===== src/hdl/ffa_ram.sv =====
// Generic single-port-write, single-port-read RAM with a registered read.
module ffa_ram #(
  parameter int unsigned Width = 8,
  parameter int unsigned Depth = 16
) (
  input  logic                     clk_i,
  input  logic                     we_i,
  input  logic [$clog2(Depth)-1:0] waddr_i,
  input  logic [Width-1:0]         wdata_i,
  input  logic [$clog2(Depth)-1:0] raddr_i,
  output logic [Width-1:0]         rdata_o
);

  logic [Width-1:0] mem_q [Depth];
  logic [Width-1:0] rdata_q;

  always_ff @(posedge clk_i) begin
    if (we_i) begin
      mem_q[waddr_i] <= wdata_i;
    end
    rdata_q <= mem_q[raddr_i];
  end

  assign rdata_o = rdata_q;

endmodule


===== config.mk =====
export PLATFORM = sky130hd
export DESIGN_NAME = ffa_ram
export DESIGN_NICKNAME = d
export VERILOG_FILES = /design/src/hdl/ffa_ram.sv
export SDC_FILE = /design/constraint.sdc
export NUM_CORES = 1
export LEC_CHECK = 0
export BUFFER_PORTS_ARGS = -buffer_cell sky130_fd_sc_hd__buf_2
export CORE_MARGIN = 1
export CORE_UTILIZATION = 30
export DETAILED_ROUTE_END_ITERATION = 6
export PLACE_DENSITY = 0.46
export SYNTH_ARGS = -nofsm -noshare
export SYNTH_HDL_FRONTEND = slang
export SYNTH_SLANG_ARGS = --single-unit

===== constraint.sdc =====
create_clock -name clk_i -period 3.7 [get_ports clk_i]
set_input_delay 0.37 -clock clk_i [delete_from_list [all_inputs] [get_ports clk_i]]
set_output_delay 0.37 -clock clk_i [all_outputs]
set_load 0.03 [all_outputs]

== Word level (Yosys, flattened, before mapping) ==
Memories as Yosys holds them, arrays and structs flattened. A register that Yosys moved wholly into a read port is not among the register bits.
Index checks and enable logic that the tools add are counted.

* Multiplexer cells: 2

{| class="wikitable"
|+ Operator list
! cell !! count
|-
| $mux W1 || 2
|}

* Bits in registers: 0
* RAM bits: 128
* Output and inout bits: 8
* Word-level logic and storage cells: 3
* Memories kept: 1

{| class="wikitable"
|+ Memory list
! memory !! words !! bits a word !! read ports !! clocked after Yosys merged registers in !! wr ports !! RTL line !! text
|-
| mem_q || 16 || 8 || 1 || 1 || 1 || 14 || <nowiki>logic [Width-1:0] mem_q [Depth];</nowiki>
|}

== Depth between registers and ports, before layout ==
Gate-level depths: netlist of run 1.

* Depth in word-level cells: 2
* Depth in mapped cells: 5
* Gate-level depth less buffers: 3

== Worst setup path after synthesis of run 1 ==
No wires, ideal clock.

* Kind: input -> register
* From: in waddr_i[2]
* To: mem mem_q[0][0] (enable)
* Setup time: 0.383 ns
* Arrival: 1.480 ns
* Setup slack: 1.837 ns
* Stages on the path: 2
* Buffers on the path: 0
* Cells stage by stage: or3b_2 nor3_1

{| class="wikitable"
|+ RTL lines
! item !! RTL line !! text
|-
| start: declaration || 8 || <nowiki>input logic [$clog2(Depth)-1:0] waddr_i,</nowiki>
|-
| end: declaration || 14 ||
|}

No word-level cell before the write port.

==> impl_metrics.env, run 1 <==
export IMPL_ant_nets=0
export IMPL_start_util=0.3093
export IMPL_worstSetupPathType="primary input to register"
export IMPL_die_w_um=133.0
export IMPL_grt_max_degree=33
export IMPL_fin_nets=287
export IMPL_synth_top_area_share=0.7467
export IMPL_dp_final_hpwl_um=6742
export IMPL_p_per_area_nw_per_um2=582.1
export IMPL_cts_tree="done"
export IMPL_placedInstanceArea_um2=5507
export IMPL_tightest_slew_ns=1.066
export IMPL_grt_usage=0.1320
export IMPL_ys_seq_area_frac=0.7778
export IMPL_netlist_instances=229
export IMPL_vias=2314
export IMPL_final_area_um2=6096
export IMPL_fin_setup_tns_ns=0
export IMPL_synth_area_leaders="edfxtp_1, mux4_2, mux4_1"
export IMPL_synth_fp_nets=247
export IMPL_synth_most_common_cell="edfxtp_1"
export IMPL_io_pins=26
export IMPL_timing_final_crit_period_ns=1.875
export IMPL_wirelength_um=10620
export IMPL_rsz0062_at_grt="no"
export IMPL_firstDrtPassIters=4
export IMPL_ys_top_cells_by_count="edfxtp_1, mux4_2, a22oi_1"
export IMPL_async_flop_share=0
export IMPL_postCtsSetupRepairBufs=0
export IMPL_h_tree_depth=4
export IMPL_cp_required_ns=4.00
export IMPL_fin_skew_ns=0.01927
export IMPL_rows=47
export IMPL_cts_made_buffers=17
export IMPL_wl_per_cell_um=21.16
export IMPL_io_buffers=25
export IMPL_yosysTopAreaCell="edfxtp_1"
export IMPL_drc_errors=0
export IMPL_status="finished, final reports clean"
export IMPL_synth_seq_cells=136
export IMPL_crit_fanout=16
export IMPL_die_h_um=133.0
export IMPL_fmax_ghz=0.5334
export IMPL_synthFlopType="edfxtp_1"
export IMPL_finalMaxSlewViolations=0
export IMPL_hold_buffers=0
export IMPL_yosysWarnings=0
export IMPL_synth_avg_cell_area_um2=22.48
export IMPL_fin_total_pwr_mw=3.548
export IMPL_grt_overflow_total=0
export IMPL_core_um2=16640
export IMPL_path_clk_slew_ns=0.06
export IMPL_die_area_um2=17690
export IMPL_cp_end_kind="register"
export IMPL_ys_types=19
export IMPL_crit_path_start_kind="primary input"
export IMPL_cts_root_buffer="clkbuf_16"
export IMPL_clk_path_buf_depth=2
export IMPL_fin_crit_sh=0.5067
export IMPL_setup_viol=0
export IMPL_via_per_inst=4.610
export IMPL_cap_viol_max_count=0
export IMPL_hold_viol=0
export IMPL_synth_edff_count=128
export IMPL_grt_antenna_before_repair=0
export IMPL_grt_pass1_wl_um=15780
export IMPL_relSlewSlack=0.2869
export IMPL_ir_worst_vdd_v=0.0002995
export IMPL_dr_first_iter_drc_count=155
export IMPL_gp_congestion=0.6880
export IMPL_layout_drive_gt1_share=0.2730
export IMPL_clkLatencyLatePin_ns=0.43
export IMPL_clkSinkCount=136
export IMPL_hold_class="primary input to register"
export IMPL_diodes=0
export IMPL_cts_resized=0
export IMPL_first_global_vias=2469
export IMPL_power_leakage_nw=2.016
export IMPL_synthToLayoutAreaGrowth_pct=18.42
export IMPL_arrival_ns=2.18
export IMPL_synth_area_um2=5147
-- state kept, by name, summed over array words and instances (netlist names) --
signal   cells
rdata_o      8
mem_q      128
-- metrics by stage --
stage	worst slack (ns)	std cells	hold slack (ns)	utilization
detailed placement	1.371	470	0.6499	0.3309
floorplan	1.837	229	0.4689	-
global placement	1.381	470	0.6558	0.3309
finish	1.825	502	0.3396	0.3663
CTS	1.796	502	0.3272	0.3663
global route	1.715	502	0.3381	0.3663
-- critical path, cell delays in order --
cell	delay [ns]
buf_2	0.45
buf_4	0.34
mux4_1	0.62
a22oi_1	0.29
nand2_1	0.10
-- power by group --
part / switching, mW / internal, mW
clock: 0.576 / 1.07
combinational: 0.109 / 0.0636
sequential: 0.00878 / 1.72
total: 0.694 / 2.85
-- per-layer routing --
metal / GRT usage / vias to the layer above / part of all wire / routed length, um
li1: - / 1053 / - / -
met1: 0.1675 / 1203 / 0.46 / 4850
met2: 0.2036 / 48 / 0.49 / 5256
met3: 0.04598 / 10 / 0.037 / 397
met4: 0.05939 / 0 / 0.011 / 117
met5: 0 / - / 0 / 0
-- path summary, 6_finish.rpt --
check	from	end	slack, ns	depth (start not counted)
min	wdata_i[4]	mem_q[3][4]	0.34	1
max reg2reg	mem_q[3][7]	rdata_o[7]	2.27	3
min reg2reg	mem_q[14][1]	rdata_o[1]	0.66	3
max	raddr_i[0]	rdata_o[3]	1.83	5
-- kinds of logic after synthesis --
kind of cell | share of synthesized area
AOI/OAI and AO/OA | 0.02334
buffers and inverters | 0.01677
DFF | 0.7778
muxes | 0.1502
and+or+nand+nor | 0.03184
-- layout by cell type (no fill, tap or decap), types with 2 or more instances in the layout --
master     count
dfxtp_1        8
mux4_2        18
buf_2         25
clkbuf_16     17
nor3_1         4
a22oi_1       16
nand2_1        9
nand3b_1       2
clkbuf_8       8
edfxtp_1     128
mux4_1        14
nand2b_1       2
buf_4          6
clkbuf_1       5
nor2_1        13
-- cell type report --
cell class | count | area (um^2)
multi-input combinational | 83 | 1057
clock buffer | 30 | 554.3
sequential | 136 | 4004
fill | 1539 | 10550
tap | 220 | 275.3
timing repair buffer | 31 | 170.2
clock inverter | 2 | 35.03
No activity file was read; power rests on OpenSTA's default activity.
==> run 2, diff against run 1 <==
- PLACE_DENSITY: 0.46 -> 0.47
- clock period: 3.7 -> 1.5 ns (I/O delays scaled with it)
==> run 2 against run 1 <==
Wire length about the same. Sequential power up 150%. Largest power group unchanged. Total power up 150%. Flip-flop and latch count unchanged. Die area unchanged. Largest cell class unchanged. Design area up 2.4%.
==> impl_metrics.env, run 2 (synthesis gave the netlist of run 1 again) <==
export IMPL_status="finished, final reports clean"
export IMPL_combPwrFrac=0.052
export IMPL_io_pins=26
export IMPL_p_seq_frac=0.491
export IMPL_rr_startpoint="mem_q[1][5]"
export IMPL_final_cells=519
export IMPL_hold_buffers=0
export IMPL_diodes=0
export IMPL_grt_antenna_before_repair=0
export IMPL_layout_drive_gt1_share=0.3043
export IMPL_dr_wl_met3_um=435
export IMPL_mostFrequentLayoutCells="edfxtp_1, buf_2, buf_4"
export IMPL_cts_root_buffer="clkbuf_16"
export IMPL_multi_input_comb_area_um2=1062
export IMPL_clkPwrFrac=0.457
export IMPL_die_area_um2=17690
export IMPL_postCtsSetupRepairBufs=0
export IMPL_tightest_slew_ns=0.8230
export IMPL_fin_crit_sh=0.9309
export IMPL_fin_hold_ws_ns=0.1346
export IMPL_path_clk_slew_ns=0.05
export IMPL_die_h_um=133.0
export IMPL_grt_overflow_total=0
export IMPL_firstDrtPassIters=4
export IMPL_ff2ff_path_depth=3
export IMPL_r2r_slack_ns=0.10
export IMPL_rows=47
export IMPL_cts_tree="done"
export IMPL_gp_congestion=0.6993
export IMPL_start_util=0.3093
export IMPL_core_um2=16640
export IMPL_final_common_cell="edfxtp_1"
export IMPL_finalMaxSlewViolations=0
export IMPL_die_w_um=133.0
export IMPL_drc_errors=0
export IMPL_dpl_cell_count=487
export IMPL_cp_end_kind="register"
export IMPL_p_per_area_nw_per_um2=1394
export IMPL_fin_nets=304
export IMPL_cts_made_buffers=17
export IMPL_rsz0062_at_grt="no"
export IMPL_grt_max_degree=26
export IMPL_io_buffers=25
export IMPL_setup_viol=0
export IMPL_arrival_ns=1.68
export IMPL_routed_top_layer="met4"
export IMPL_power_leakage_nw=2.104
export IMPL_seq_area_um2=4004
export IMPL_clkSinkCount=136
export IMPL_wirelength_um=10630
export IMPL_min_path_cells=1
export IMPL_r2r_end="rdata_o[5]"
export IMPL_regMostFlops="mem_q"
export IMPL_ir_worst_vdd_v=0.0008038
export IMPL_via_per_inst=4.703
export IMPL_fmax_ghz=0.7161
export IMPL_clk_path_buf_depth=2
export IMPL_vias=2441
export IMPL_cellInternalPower_mw=7.010
export IMPL_worstSetupPathType="register to register"
export IMPL_first_global_vias=2590
export IMPL_grt_pass1_wl_um=16140
export IMPL_wl_per_cell_um=20.49
export IMPL_relSlewSlack=0.4502
export IMPL_dr_first_iter_drc_count=199
export IMPL_hold_class="primary input to register"
export IMPL_hold_viol=0
export IMPL_largest_reg_flops=128
export IMPL_h_tree_depth=4
export IMPL_power_switching_share=0.1943
export IMPL_timing_final_crit_period_ns=1.396
export IMPL_cap_viol_max_count=0
export IMPL_fillCellCount=1529
export IMPL_drt_met1_wl_um=4646
export IMPL_cp_required_ns=1.78
export IMPL_cts_resized=0
export IMPL_min_from="wdata_i[1]"
export IMPL_fin_skew_ns=0.005604
export IMPL_hold_end="mem_q[13][1]"
export IMPL_crit_path_start_kind="register"
export IMPL_power_switching_mw=1.690
export IMPL_synthToLayoutAreaGrowth_pct=21.27
export IMPL_crit_fanout=1
export IMPL_grt_usage=0.1327
export IMPL_ant_nets=0
export IMPL_route_met2_wl_um=5301
export IMPL_dp_final_hpwl_um=6791
export IMPL_clkLatencyLatePin_ns=0.41
-- run 2: through the flow --
stage	setup WS (ns)	power (mW)	cell area, um^2	setup TNS (ns)	util
finish	0.1036	8.700	6242	0	0.3751
global route	0.03692	9.000	6242	0	0.3751
CTS	0.09051	8.810	6242	0	0.3751
detailed placement	-0.1290	4.818	5677	-0.6361	0.3411
global placement	-0.1383	4.810	5677	-0.7101	0.3411
floorplan	0.08385	4.612	5152	0	-
-- run 2: final cells by class --
| type | count | area share |
|---|---|---|
| sequential | 136 | 0.6414 |
| multi-input combinational | 83 | 0.1702 |
| clock buffer | 29 | 0.08018 |
| timing repair buffer | 48 | 0.05372 |
| tap | 220 | 0.04410 |
| clock inverter | 3 | 0.01042 |
-- run 2: power groups by stage --
stage	Clock, mW	Sequential, mW	Combinational [mW]
floorplan	0	4.40	0.216
global placement	0	4.35	0.459
detailed placement	0	4.35	0.464
CTS	4.07	4.28	0.464
global route	4.23	4.28	0.492
finish	3.97	4.27	0.451
-- run 2: layer usage --
| metal | track usage | up-vias |
|---|---|---|
| met2 | 0.2083 | 50 |
| li1 | - | 1092 |
| met5 | 0 | - |
| met4 | 0.07407 | 0 |
| met1 | 0.1683 | 1279 |
| met3 | 0.03257 | 20 |
-- run 2: worst max-delay path by stage --
stage	cells after the start	from	endpoint	slack [ns]
6_report	3	mem_q[1][5]	rdata_o[5]	0.10
2_1_floorplan	2	waddr_i[2]	mem_q[3][0]	0.08
3_3_place_gp	5	raddr_i[0]	rdata_o[3]	-0.14
4_1_cts	3	mem_q[1][5]	rdata_o[5]	0.09
5_1_grt	3	mem_q[3][4]	rdata_o[4]	0.04
3_5_place_dp	5	raddr_i[0]	rdata_o[1]	-0.13
-- run 2: worst max-delay path: stages (launching register included) --
cell	delay (ns)
edfxtp_1	0.34
mux4_1	0.50
a22oi_1	0.29
nand2_1	0.13
