## config.mk

```make
export PLATFORM = sky130hd
export DESIGN_NAME = ffa_alu
export DESIGN_NICKNAME = d
export VERILOG_FILES = /design/src/hdl/ffa_alu.sv
export SDC_FILE = /design/constraint.sdc
export NUM_CORES = 1
export LEC_CHECK = 0
export ABC_CLOCK_PERIOD_IN_PS = 6300
export BUFFER_PORTS_ARGS = -buffer_cell sky130_fd_sc_hd__clkbuf_2
export CAP_MARGIN = 10
export CORE_UTILIZATION = 30
export DETAILED_ROUTE_END_ITERATION = 8
export PLACE_DENSITY_LB_ADDON = 0.1
export SLEW_MARGIN = 10
export SYNTH_ARGS = -nofsm -noshare
export SYNTH_HDL_FRONTEND = slang
export SYNTH_SLANG_ARGS = --single-unit
```

## constraint.sdc

```tcl
create_clock -name vclk -period 6.3
set_input_delay 0.315 -clock vclk [all_inputs]
set_output_delay 0.315 -clock vclk [all_outputs]
set_load 0.02 [all_outputs]
```

## src/hdl/ffa_alu.sv

```systemverilog
// Shared adder and subtractor with a carry out, used by the sequencer steps that add or subtract.
module ffa_alu #(
  parameter int unsigned Width = 18
) (
  input  logic [Width-1:0] a_i,
  input  logic [Width-1:0] b_i,
  input  logic             sub_i,
  output logic [Width-1:0] res_o,
  output logic             carry_o
);

  logic [Width:0] sum;

  // A set carry on a subtraction means that a is not below b.
  assign sum     = {1'b0, a_i} + {1'b0, (sub_i ? ~b_i : b_i)} + {{Width{1'b0}}, sub_i};
  assign res_o   = sum[Width-1:0];
  assign carry_o = sum[Width];

endmodule
```

# ---- Word level (Yosys, flattened, before mapping)
# Index checks and enable logic that the tools add are counted.
dict set report totals {
  out_inout_bits 19
  ff_bits 0
}
dict set report classes {
  n_mux 1
  bitwise_logic 1
  n_addsub 2
}
# operator count
set ops {}
lappend ops {{18-bit by 18-bit adder with 19-bit output} 1}
lappend ops {{19-bit by 1-bit adder with 19-bit output} 1}
lappend ops {{18-bit two-way mux} 1}
lappend ops {{18-bit NOT} 1}

# ---- Depth between registers and ports, before layout
# Gate-level depths: netlist of run 1.
dict set report logic_depth {
  word_depth 4
  depth_mapped 10
}

# ---- Least setup slack after synthesis of run 1
# Ideal clock, no wire load.
dict set report synth_path {
  kind {input to output}
  startpoint {in sub_i}
  endpoint {out res_o[13]}
  setup_slack_ns 3.250
  t_arrival_ns 2.735
  stages 9
  required_time_ns 5.985
  path_cell_list {buf_4 buf_2 xor2_1 ha_1 a21oi_1 o221ai_2 o21ai_1 mux2_2 a211oi_1}
}
dict set report synth_via {
  elab_chain_len 3
}
# item line_no
set synth_rtl {}
lappend synth_rtl {{start: declaration} 7} ;# input logic sub_i,
lappend synth_rtl {{18-bit two-way mux} 15} ;# assign sum = {1'b0, a_i} + {1'b0, (sub_i ? ~b_i : b_i)} + {{Width{1'b0}}, sub_i};
lappend synth_rtl {{18-bit by 18-bit adder with 19-bit output} 15}
lappend synth_rtl {{19-bit by 1-bit adder with 19-bit output *} 15}
lappend synth_rtl {{end: declaration} 8} ;# output logic [Width-1:0] res_o,
# Every way passes the cells marked *; elsewhere a longest branch is shown, timed or not.

# ---- Final worst setup path of run 1
dict set report layout_path {
  startpoint {in sub_i}
  endpoint {out res_o[16]}
}
# Same word-level chain as after synthesis.

==> impl_summary.txt, run 1 <==
----------------------------------------------------
[Status]
  Result of the run ... complete, no violations

[Detailed routing]
  Detailed-router iteration count before antenna repair ... 4
  Avg Vias per Cell ... 5.00
  DR WL/cell ... 11.8 um
  Remaining DRCs ... 0
  Drt first-iter violations ... 29
  Total number of vias ... 1225
  Antenna violation net count after detailed routing ... 0
  Final Routed Wirelength ... 2.89 mm

[Layout]
  Count of clock buffers in the final design ... 0
  Final layout net count ... 256
  Post-synthesis to final-layout area growth ... 29.4%
  Total number of sequential cells ... 0
  Most common cell after layout, fill and taps aside ... clkbuf_2
  Number of antenna cells inserted ... 0
  Share of the core filled with cells in the final layout ... 0.411
  Share of final-layout standard cells stronger than drive strength 1 ... 0.302
  Post-route cell area ... 1390 um^2
  Final Non-Filler Cells ... 245
  Leading cell types in the layout, fill and taps excluded ... clkbuf_2 (56), xor2_1 (26), ha_1 (17)
  Area used by sequential logic in the layout ... 0 um^2

[Clock tree]
  Count of cells resized by post-cts repair ... 0
  Setup Buffers After CTS ... 0
  Number of hold-repair buffers added at the cts stage ... 0

[Place]
  Post-detailed-placement cell area ... 1390 um^2
  Post-DP HPWL ... 2.44 mm
  Global placer's final weighted congestion ... 0.772
  Worst slack after detailed placement ... 2940 ps
  Input/output buffers ... 56
  Total instance count after detailed placement ... 245

[GRT]
  Initial antenna violation count ... 0
  First-pass GRT wire length ... 4.45 mm
  GRT met1 Usage ... 0.205
  GR Util met3 ... 0.00207
  Number of global-route vias before repair ... 1052
  Met2 track utilization from global routing ... 0.276
  Global routing's busiest layer ... met2
  Total track usage ... 0.149
  Maximum number of pins on one net before global-route repair ... 19
  Overall overflow remaining after global route ... 0

[Timing]
  Slew @ Worst Pin ... 571 ps
  Final period demand of the worst path ... 3350 ps
  Period Utilization, post-route ... 0.532
  Number of setup violations in the final report ... 0
  RSZ-0062 raised after global routing ... no
  Worst Slack Setup Final ... 2950 ps
  Achievable Freq ... 298 MHz
  Count of endpoints failing hold in the final timing report ... 0
  Relative slew slack ... 0.620
  Final-layout worst hold slack ... 930 ps
  Number of max-slew violations in the final report ... 0
  Post-Route Setup TNS ... 0 ps

[Power and ir drop]
  Largest vdd supply drop ... 0.0648 mV
  Static Leakage ... 0.719 nW
  Cell area power density ... 183 nW/um^2
  Total chip power ... 255 uW

[Floorplanning]
  Initial core utilization ... 0.318
  Placeable Area ... 3390 um^2
  Rows ... 21
  DIE AREA ... 3830 um^2
  Chip Width ... 61.9 um
  Boundary Pins ... 56
  Die Y-Extent ... 61.9 um

[Yosys]
  Count of different cell masters after synthesis ... 36
  Yosys Warn Count ... 0
  Synthesized area per cell ... 7.33 um^2
  Post-Syn Nets ... 202
  Mapped cell area ... 1080 um^2
  Count of mapped cells out of synthesis ... 147
  Register area share after synthesis ... 0

[Critical path]
  Startpoint Class ... primary input
  Endpoint class of the critical path ... output port
  Critical Path AT ... 3040 ps
  Crit path max fanout ... 18
  Startpoint-to-endpoint class of the critical path ... primary input to output port
  Required @ worst endpoint ... 5980 ps

[Hold path]
  Hold/Removal Path Class ... primary input to output port

[Flow run]
  Max Cap Viol ... 0

----------------------------------------------------
[where the power goes]
| part | switching [mW] | internal (mW) |
|---|---|---|
| combinational | 0.156 | 0.0987 |
| sequential | 0 | 0 |
| clock | 0 | 0 |
| total | 0.156 | 0.0987 |
[critical path, stage by stage]
cell      delay, ps
clkbuf_2        340
mux2i_1         440
inv_1           100
fa_1            410
a21o_1          210
a221oi_2        380
a211oi_1        190
a221oi_2        300
xnor2_1         150
clkbuf_2        180
[synth_stat cells, types with 2 or more instances]
master	count	area share
inv_1	3	0.010
buf_2	2	0.0093
o211ai_1	2	0.014
nand4_1	2	0.012
nor2_1	7	0.024
xnor2_1	6	0.049
a211oi_1	3	0.021
and3_1	4	0.023
nand2_1	15	0.052
o21a_1	2	0.014
nand3_1	4	0.019
ha_1	17	0.20
and2_1	2	0.012
a221oi_2	2	0.028
xor2_1	26	0.21
a21oi_1	16	0.074
o21ai_0	10	0.046
a31oi_1	3	0.017
a21o_1	3	0.021
nor3b_1	2	0.014
[layer usage]
layer | share of wire | vias up
met3 | 0.030 | 0
li1 | - | 647
met5 | 0 | -
met4 | 0 | 0
met1 | 0.49 | 551
met2 | 0.48 | 27
[final cells by class]
type | instances | area, um^2
inverter | 3 | 11.3
tap | 46 | 57.6
multi-input combinational | 140 | 1040
timing repair buffer | 56 | 280
fill | 376 | 2000
[final timing paths]
| kind | endpoint | cells past startpoint | from |
|---|---|---|---|
| max | res_o[16] | 10 | sub_i |
| min | res_o[0] | 3 | a_i[0] |
[kinds of logic (layout without fill, tap and decap cells)]
group / Yosys count / in the layout / synth area share
buf+inv: 7 / 59 / 0.0302
xor+xnor: 32 / 32 / 0.260
fa+ha+maj: 18 / 18 / 0.216
mux: 2 / 2 / 0.0197
compound gates: 48 / 48 / 0.294
simple gates: 40 / 40 / 0.180
Power figures use the tool's default switching activity.
==> inputs of run 2 (changes only) <==
--- a/config.mk
+++ b/config.mk
@@ -5,7 +5,7 @@
 export SDC_FILE = /design/constraint.sdc
 export NUM_CORES = 1
 export LEC_CHECK = 0
-export ABC_CLOCK_PERIOD_IN_PS = 6300
+export ABC_CLOCK_PERIOD_IN_PS = 3100
 export BUFFER_PORTS_ARGS = -buffer_cell sky130_fd_sc_hd__clkbuf_2
 export CAP_MARGIN = 10
 export CORE_UTILIZATION = 30
==> constraint.sdc (replaced) <==
create_clock -name vclk -period 3.1
set_input_delay 0.155 -clock vclk [all_inputs]
set_output_delay 0.155 -clock vclk [all_outputs]
set_load 0.02 [all_outputs]
==> impl_summary.txt, run 2 (synthesis gave the netlist of run 1 again) <==
----------------------------------------------------
[Layout]
  Total number of sequential cells ... 0 (unchanged)
  Final layout net count ... 258 (was 256)
  Total area of multi-input combinational cells ... 1040 um^2 (unchanged)
  Final Non-Filler Cells ... 247 (was 245)
  Share of final-layout standard cells stronger than drive strength 1 ... 0.308 (was 0.302)
  Count of clock buffers in the final design ... 0 (unchanged)
  Post-synthesis to final-layout area growth ... 30.8% (was 29.4%)
  Area used by sequential logic in the layout ... 0 um^2 (unchanged)
  Number of antenna cells inserted ... 0 (unchanged)
  Post-route cell area ... 1410 um^2 (was 1390 um^2)
  Most common cell after layout, fill and taps aside ... clkbuf_2 (unchanged)
  Leading cell types in the layout, fill and taps excluded ... clkbuf_2 (56), xor2_1 (26), ha_1 (17) (unchanged)
  Number of fillers in the final layout ... 358 (was 376)

[GRT]
  Met2 track utilization from global routing ... 0.298 (was 0.276)
  GRT met1 Usage ... 0.212 (was 0.205)
  First-pass GRT wire length ... 4.70 mm (was 4.45 mm)
  Overall overflow remaining after global route ... 0 (unchanged)
  Initial antenna violation count ... 0 (unchanged)
  GR Util met3 ... 0.00207 (unchanged)
  Global routing's busiest layer ... met2 (unchanged)
  Total track usage ... 0.158 (was 0.149)
  Maximum number of pins on one net before global-route repair ... 12 (was 19)
  Number of global-route vias before repair ... 1113 (was 1052)

[Detailed routing]
  Final Routed Wirelength ... 3.04 mm (was 2.89 mm)
  Avg Vias per Cell ... 5.09 (was 5.00)
  DR WL/cell ... 12.3 um (was 11.8 um)
  Remaining DRCs ... 0 (unchanged)
  Total number of vias ... 1258 (was 1225)
  Drt first-iter violations ... 43 (was 29)
  Detailed-router iteration count before antenna repair ... 4 (unchanged)
  Antenna violation net count after detailed routing ... 0 (unchanged)

[Status]
  Result of the run ... complete, no violations (unchanged)

[Place]
  Total instance count after detailed placement ... 247 (was 245)
  Input/output buffers ... 56 (unchanged)
  Post-detailed-placement cell area ... 1410 um^2 (was 1390 um^2)
  Post-DP HPWL ... 2.63 mm (was 2.44 mm)
  Global placer's final weighted congestion ... 0.842 (was 0.772)

[Hold path]
  Hold/Removal Path Class ... primary input to output port (unchanged)

[Floorplanning]
  Placeable Area ... 3390 um^2 (unchanged)
  Boundary Pins ... 56 (unchanged)
  Initial core utilization ... 0.318 (unchanged)
  Rows ... 21 (unchanged)
  Chip Width ... 61.9 um (unchanged)
  DIE AREA ... 3830 um^2 (unchanged)
  Die Y-Extent ... 61.9 um (unchanged)

[Timing]
  Period Utilization, post-route ... 0.872
  Count of endpoints failing hold in the final timing report ... 0 (unchanged)
  Post-Route Setup TNS ... 0 ps (unchanged)
  Relative slew slack ... 0.740 (was 0.620)
  Final-layout worst hold slack ... 610 ps (was 930 ps)
  Slew @ Worst Pin ... 390 ps (was 571 ps)
  Final period demand of the worst path ... 2700 ps
  Number of max-slew violations in the final report ... 0 (unchanged)
  RSZ-0062 raised after global routing ... no (unchanged)
  Achievable Freq ... 370 MHz
  Number of setup violations in the final report ... 0 (unchanged)

[Power and ir drop]
  Cell area power density ... 372 nW/um^2 (was 183 nW/um^2)
  Static Leakage ... 0.728 nW (was 0.719 nW)
  Largest vdd supply drop ... 0.120 mV (was 0.0648 mV)

[Clock tree]
  Setup Buffers After CTS ... 0 (unchanged)
  Number of hold-repair buffers added at the cts stage ... 0 (unchanged)
  Count of cells resized by post-cts repair ... 0 (unchanged)

[Critical path]
  Required @ worst endpoint ... 2940 ps (was 5980 ps)
  Startpoint Class ... primary input (unchanged)
  Endpoint class of the critical path ... output port (unchanged)
  Critical Path AT ... 2550 ps (was 3040 ps)
  Startpoint-to-endpoint class of the critical path ... primary input to output port (unchanged)
  Crit path max fanout ... 8 (was 18)

[Flow run]
  Max Cap Viol ... 0 (unchanged)

----------------------------------------------------
-- run 2: cell count changes in the layout (fill, tap and decap cells not counted) --
cell / change
buf_4: +2
-- run 2: power breakdown --
| part | total, mW | switching (mW) | internal, mW |
|---|---|---|---|
| combinational | 0.524 | 0.321 | 0.203 |
| sequential | 0 | 0 | 0 |
| clock | 0 | 0 | 0 |
-- run 2: metal layers --
metal	vias up	routed length, um
met5	-	0
met4	0	0
met3	0	116
met2	44	1460
met1	560	1460
li1	654	-
-- run 2: area by class of cell --
class / instances / area share
repair buffers: 58 / 0.210
multi-input cells: 140 / 0.742
inverters: 3 / 0.00799
well taps: 46 / 0.0409
-- run 2: worst max-delay path, stage by stage --
cell and delay (ps):
clkbuf_2 190, xor2_1 210, ha_1 350, a21oi_1 320, o221ai_2 190, o21ai_1 360
mux2_2 380, a211oi_1 200, clkbuf_2 200
-- run 2: per-stage QoR --
stage,setup WS (ps),total power [mW],utilization
after floorplan,370,0.373,-
after global placement,436,0.521,0.416
after detailed placement,359,0.524,0.416
after CTS,358,0.526,0.416
after global routing,155,0.577,0.416
final,398,0.524,0.416
-- run 2: path summary, 6_finish.rpt --
path                from   endpoint  cells past startpoint
hold / removal    a_i[0]   res_o[0]                      3
setup / recovery   sub_i  res_o[13]                      9
